==> src/rtl/gzsp_pkg.sv <==
package gzsp_pkg;

  // Size registers are 11 bits wide
  localparam int CFG_W = 11;
  // Path sums reach +/-(2*2047-1), so one bit beyond the size width plus sign
  localparam int SUM_W = CFG_W + 2;
  localparam int OUT_W = 12;
  // Cell counts reach 2047*2047
  localparam int CNT_W = 2 * CFG_W;

  localparam int DEFAULT_MAX_ROWS    = 1024;
  localparam int DEFAULT_MAX_COLUMNS = 1024;

  localparam int REG_IDX_W = 1;
  localparam logic [REG_IDX_W-1:0] REG_ROW_COUNT    = 1'd0;
  localparam logic [REG_IDX_W-1:0] REG_COLUMN_COUNT = 1'd1;

  typedef logic signed [SUM_W-1:0] sum_t;

  typedef struct packed {
    logic first_row;
    logic first_col;
    logic plus;
  } step_ctl_t;

  function automatic logic [CFG_W-1:0] clamp_size(logic [CFG_W-1:0] v, int unsigned hi);
    logic [CFG_W-1:0] r;
    r = v;
    if (v == '0) begin
      r = CFG_W'(1);
    end else if (32'(v) > hi) begin
      r = CFG_W'(hi);
    end
    return r;
  endfunction

endpackage

==> src/rtl/gzsp_step.sv <==
module gzsp_step (
  input  gzsp_pkg::step_ctl_t ctl,
  input  gzsp_pkg::sum_t      up_min,
  input  gzsp_pkg::sum_t      up_max,
  input  gzsp_pkg::sum_t      left_min,
  input  gzsp_pkg::sum_t      left_max,
  output gzsp_pkg::sum_t      lo,
  output gzsp_pkg::sum_t      hi
);

  gzsp_pkg::sum_t v;
  gzsp_pkg::sum_t base_min;
  gzsp_pkg::sum_t base_max;

  assign v = ctl.plus ? gzsp_pkg::sum_t'(1) : gzsp_pkg::sum_t'(-1);

  always_comb begin
    if (ctl.first_row && ctl.first_col) begin
      base_min = '0;
      base_max = '0;
    end else if (ctl.first_row) begin
      base_min = left_min;
      base_max = left_max;
    end else if (ctl.first_col) begin
      base_min = up_min;
      base_max = up_max;
    end else begin
      base_min = (up_min < left_min) ? up_min : left_min;
      base_max = (up_max > left_max) ? up_max : left_max;
    end
  end

  assign lo = base_min + v;
  assign hi = base_max + v;

endmodule

==> config.mk <==
export PLATFORM = sky130hd
export DESIGN_NAME = gzsp_step
export DESIGN_NICKNAME = d
export VERILOG_FILES = /design/src/rtl/gzsp_pkg.sv /design/src/rtl/gzsp_step.sv
export SDC_FILE = /design/constraint.sdc
export NUM_CORES = 1
export LEC_CHECK = 0
export ABC_CLOCK_PERIOD_IN_PS = 4300
export BUFFER_PORTS_ARGS = -buffer_cell sky130_fd_sc_hd__buf_2
export CORE_MARGIN = 5
export CORE_UTILIZATION = 48
export DETAILED_ROUTE_END_ITERATION = 10
export PLACE_DENSITY = 0.9
export SYNTH_ARGS = -nofsm -noshare
export SYNTH_HDL_FRONTEND = slang
export SYNTH_SLANG_ARGS = --single-unit
export TNS_END_PERCENT = 30
==> constraint.sdc <==
create_clock -name vclk -period 4.3
set_input_delay 0.215 -clock vclk [all_inputs]
set_output_delay 0.215 -clock vclk [all_outputs]
set_load 0.1 [all_outputs]
==> out/qor.log <==
INFO  setup_path     cp_slowest_stage_delay=350ps
INFO  synthesis      synth_area_leaders=sky130_fd_sc_hd__ha_1 27%, sky130_fd_sc_hd__nor2_1 9.2%, sky130_fd_sc_hd__xnor2_1 7.3%, sky130_fd_sc_hd__inv_1 6.4%, sky130_fd_sc_hd__mux2_2 6.3%
INFO  timing         worst_pin_slew=756ps
INFO  placement      place.detailed.hpwl=6020um
INFO  placement      placement.setup.worst_slack=-244ps
INFO  die            placementRows=24
INFO  setup_path     critical_path.most_common_cell=sky130_fd_sc_hd__a21oi_2
INFO  route          routed-via-count=2766
INFO  timing         slew_headroom=0.496
INFO  setup_path     critical_path.top_delay_family=compound AO/OA/AOI/OAI gates
INFO  finish         n_clock_buffer=0
INFO  synthesis      synth_nets=410
INFO  die            io_pins=81
INFO  synthesis      synth_area=2150um^2
INFO  setup_path     critical_path_peak_fanout=4
INFO  global_route   antenna_found_initial=0
INFO  setup_path     worstPathCellList=buf_2 > inv_1 > ha_1 > a21o_1 > a21oi_2 > o221a_4 > mux2_4 > or3_4 > mux2_4 > fa_2 > a21o_1 > a21oi_2 > o21bai_1 > a21oi_2 > o21bai_1 > a21oi_2 > o21ai_2 > o41ai_4 > xnor2_4 > buf_12
INFO  route          drt-pass1-iter-count=4
INFO  global_route   maximum_number_of_pins_on_one_net_before_global_route_repair=19
INFO  worst_hold_path holdCritPathClass=in2out
INFO  timing         achievable-frequency=0.222GHz
INFO  synthesis      synthesis.yosys.warnings=0
INFO  setup_path     critical_path.n_buffers_inverters=3
INFO  route          drtAntennaViolNets=0
INFO  die            dieArea=5930um^2
INFO  finish         postLayoutCellArea=3550um^2
INFO  synthesis      avgSynthCellArea=7.04um^2
INFO  power          power.density_cell_area=409nW/um^2
INFO  power          leakagePower=1.87nW
INFO  job            timing.max_cap.violations=0
INFO  synthesis      synth_cell_types=49
INFO  placement      placed_area=3400um^2
INFO  setup_path     timing.critical_path.from=left_max[9]
INFO  synthesis      yosysSeqAreaShare=0
INFO  die            initial_cell_density_of_the_core=0.495
INFO  setup_path     worst_path_required_time=4090ps
INFO  finish         layout.area.seq=0um^2
INFO  route          routed_via_density=5.89
INFO  timing         layout_min_cycle_time=4500ps
INFO  die            coreArea=4350um^2
INFO  setup_path     timing.critical_path.to_type=output pin
INFO  die            die_height=77.0um
INFO  finish         nFlopsAndLatches=0
INFO  global_route   grt_pass1_wl=12500um
INFO  timing         final.period_utilization=1.05
INFO  global_route   grt-ovfl-total=0
INFO  power          ir_worst_vdd=430uV
INFO  placement      placement.io_buffers=81
INFO  finish         post_route_cells_drive_above_1_share=0.447
INFO  synthesis      synth.top_cell.area_share=0.273
INFO  route          drt_total_wl=7670um
INFO  finish         flow.area_growth_from_synthesis=64.9%
INFO  timing         slew_viol_final=0
INFO  finish         final_net_count=524
INFO  route          avgRoutedWirePerCell=16.3um
INFO  die            dieWidth=77.0um
INFO  timing         rsz0062_at_grt=true
INFO  power          total_power=1.45mW
INFO  finish         num_antenna_cells=0
INFO  setup_path     critical-path-slowest-cell=sky130_fd_sc_hd__or3_4
INFO  route          drt_iter0_drc=135
INFO  timing         final.setup.worst_slack=-199ps
INFO  global_route   grt_usage=0.245
INFO  setup_path     worst_ep_arrival_time=4280ps
INFO  run_status     outcome=finished with violations
INFO  timing         setup-tns-final=-333ps
INFO  timing         report.final.setup_viol=3
INFO  global_route   vias_in_the_first_global_route=2899
INFO  timing         hold_ws=1020ps
INFO  timing         finalHoldViolCount=0
INFO  worst_hold_path hold_sp=ctl[0]
INFO  run_status     violations_in_the_final_reports=setup timing
INFO  placement      gp_congestion=0.901
INFO  synthesis      syn-instance-count=306
INFO  setup_path     critPathKind=in2out
INFO  setup_path     launching_element_type_of_the_critical_path=input port
INFO  route          route.detailed.drc=0
INFO  synthesis      synthDominantAreaCellType=sky130_fd_sc_hd__ha_1
area by class of cell:
class              instances  area, um^2
multi-input cells        262        2350
well taps                 52        65.1
repair buffers           119         975
inverters                 37         161
fillers                  264         801
timing repair:
action                     in CTS  in global routing
setup endpoints to repair       5                  9
hold buffers                    0                  0
setup buffers                   4                  1
pin swaps                      13                  6
gates resized for setup        12                 14
per-stage QoR:
stage | cells | util
floorplan | 306 | -
global placement | 465 | 0.781
detailed placement | 465 | 0.781
CTS | 469 | 0.804
global route | 470 | 0.816
finish | 470 | 0.816
placed cells by master, fill, tap and decap left out, types with 3 or more instances in the layout:
cell and count:
sky130_fd_sc_hd__buf_2 60, sky130_fd_sc_hd__nor2_1 51, sky130_fd_sc_hd__ha_1 41, sky130_fd_sc_hd__buf_4 38, sky130_fd_sc_hd__inv_1 32, sky130_fd_sc_hd__a21oi_1 17, sky130_fd_sc_hd__buf_12 17, sky130_fd_sc_hd__nand2_1 14
sky130_fd_sc_hd__mux2_2 10, sky130_fd_sc_hd__a21o_1 9, sky130_fd_sc_hd__xnor2_1 9, sky130_fd_sc_hd__a21oi_2 9, sky130_fd_sc_hd__nor3_1 7, sky130_fd_sc_hd__xnor2_2 6, sky130_fd_sc_hd__ha_4 6, sky130_fd_sc_hd__o21bai_1 5
sky130_fd_sc_hd__and3_1 4, sky130_fd_sc_hd__o21ai_0 4, sky130_fd_sc_hd__a31oi_1 3, sky130_fd_sc_hd__nand3_1 3, sky130_fd_sc_hd__xnor2_4 3, sky130_fd_sc_hd__buf_6 3
path summary, 6_finish.rpt:
path	slack, ps	cells after the start	to
hold / removal	1020	4	lo[12]
setup / recovery	-200	20	hi[12]
synthesized netlist by cell type, types with 2 or more instances:
library cell,instances
sky130_fd_sc_hd__nor2b_1,3
sky130_fd_sc_hd__a311oi_1,2
sky130_fd_sc_hd__o21bai_1,5
sky130_fd_sc_hd__inv_1,37
sky130_fd_sc_hd__nor3_1,7
sky130_fd_sc_hd__o211a_1,2
sky130_fd_sc_hd__nand2b_1,2
sky130_fd_sc_hd__fa_1,2
sky130_fd_sc_hd__a211oi_1,3
sky130_fd_sc_hd__clkbuf_1,6
sky130_fd_sc_hd__o21a_1,2
sky130_fd_sc_hd__ha_1,47
sky130_fd_sc_hd__mux2i_1,2
sky130_fd_sc_hd__nor2_1,53
sky130_fd_sc_hd__o21ai_0,8
sky130_fd_sc_hd__a211o_1,2
sky130_fd_sc_hd__nand2_1,15
sky130_fd_sc_hd__xor2_1,3
sky130_fd_sc_hd__mux2_2,12
sky130_fd_sc_hd__nand3_1,3
sky130_fd_sc_hd__a41o_1,2
sky130_fd_sc_hd__a21o_1,9
sky130_fd_sc_hd__o311ai_1,2
sky130_fd_sc_hd__xnor2_1,18
sky130_fd_sc_hd__nor4_1,3
sky130_fd_sc_hd__a21oi_1,26
sky130_fd_sc_hd__or3_1,2
sky130_fd_sc_hd__and3_1,4
sky130_fd_sc_hd__a31oi_1,3
sky130_fd_sc_hd__nand4_1,2
power by group:
part	internal (mW)	switching [mW]
combinational	0.523	0.930
clock	0	0
sequential	0	0
cell families (layout without fill, tap and decap cells):
family	Yosys count	after routing	synth area share
and+or+nand+nor	101	101	0.217
AOI/OAI and AO/OA	77	77	0.257
adders and majority gates	49	49	0.292
buffers and inverters	44	156	0.0767
xor gates and xnor gates	21	21	0.0854
muxes	14	14	0.0720
layer usage:
metal / GRT usage / part of all wire
met5: 0 / 0
met4: 0.0722 / 0.025
met3: 0.0246 / 0.054
met1: 0.253 / 0.37
met2: 0.503 / 0.55
No activity file was read; power rests on OpenSTA's default activity.
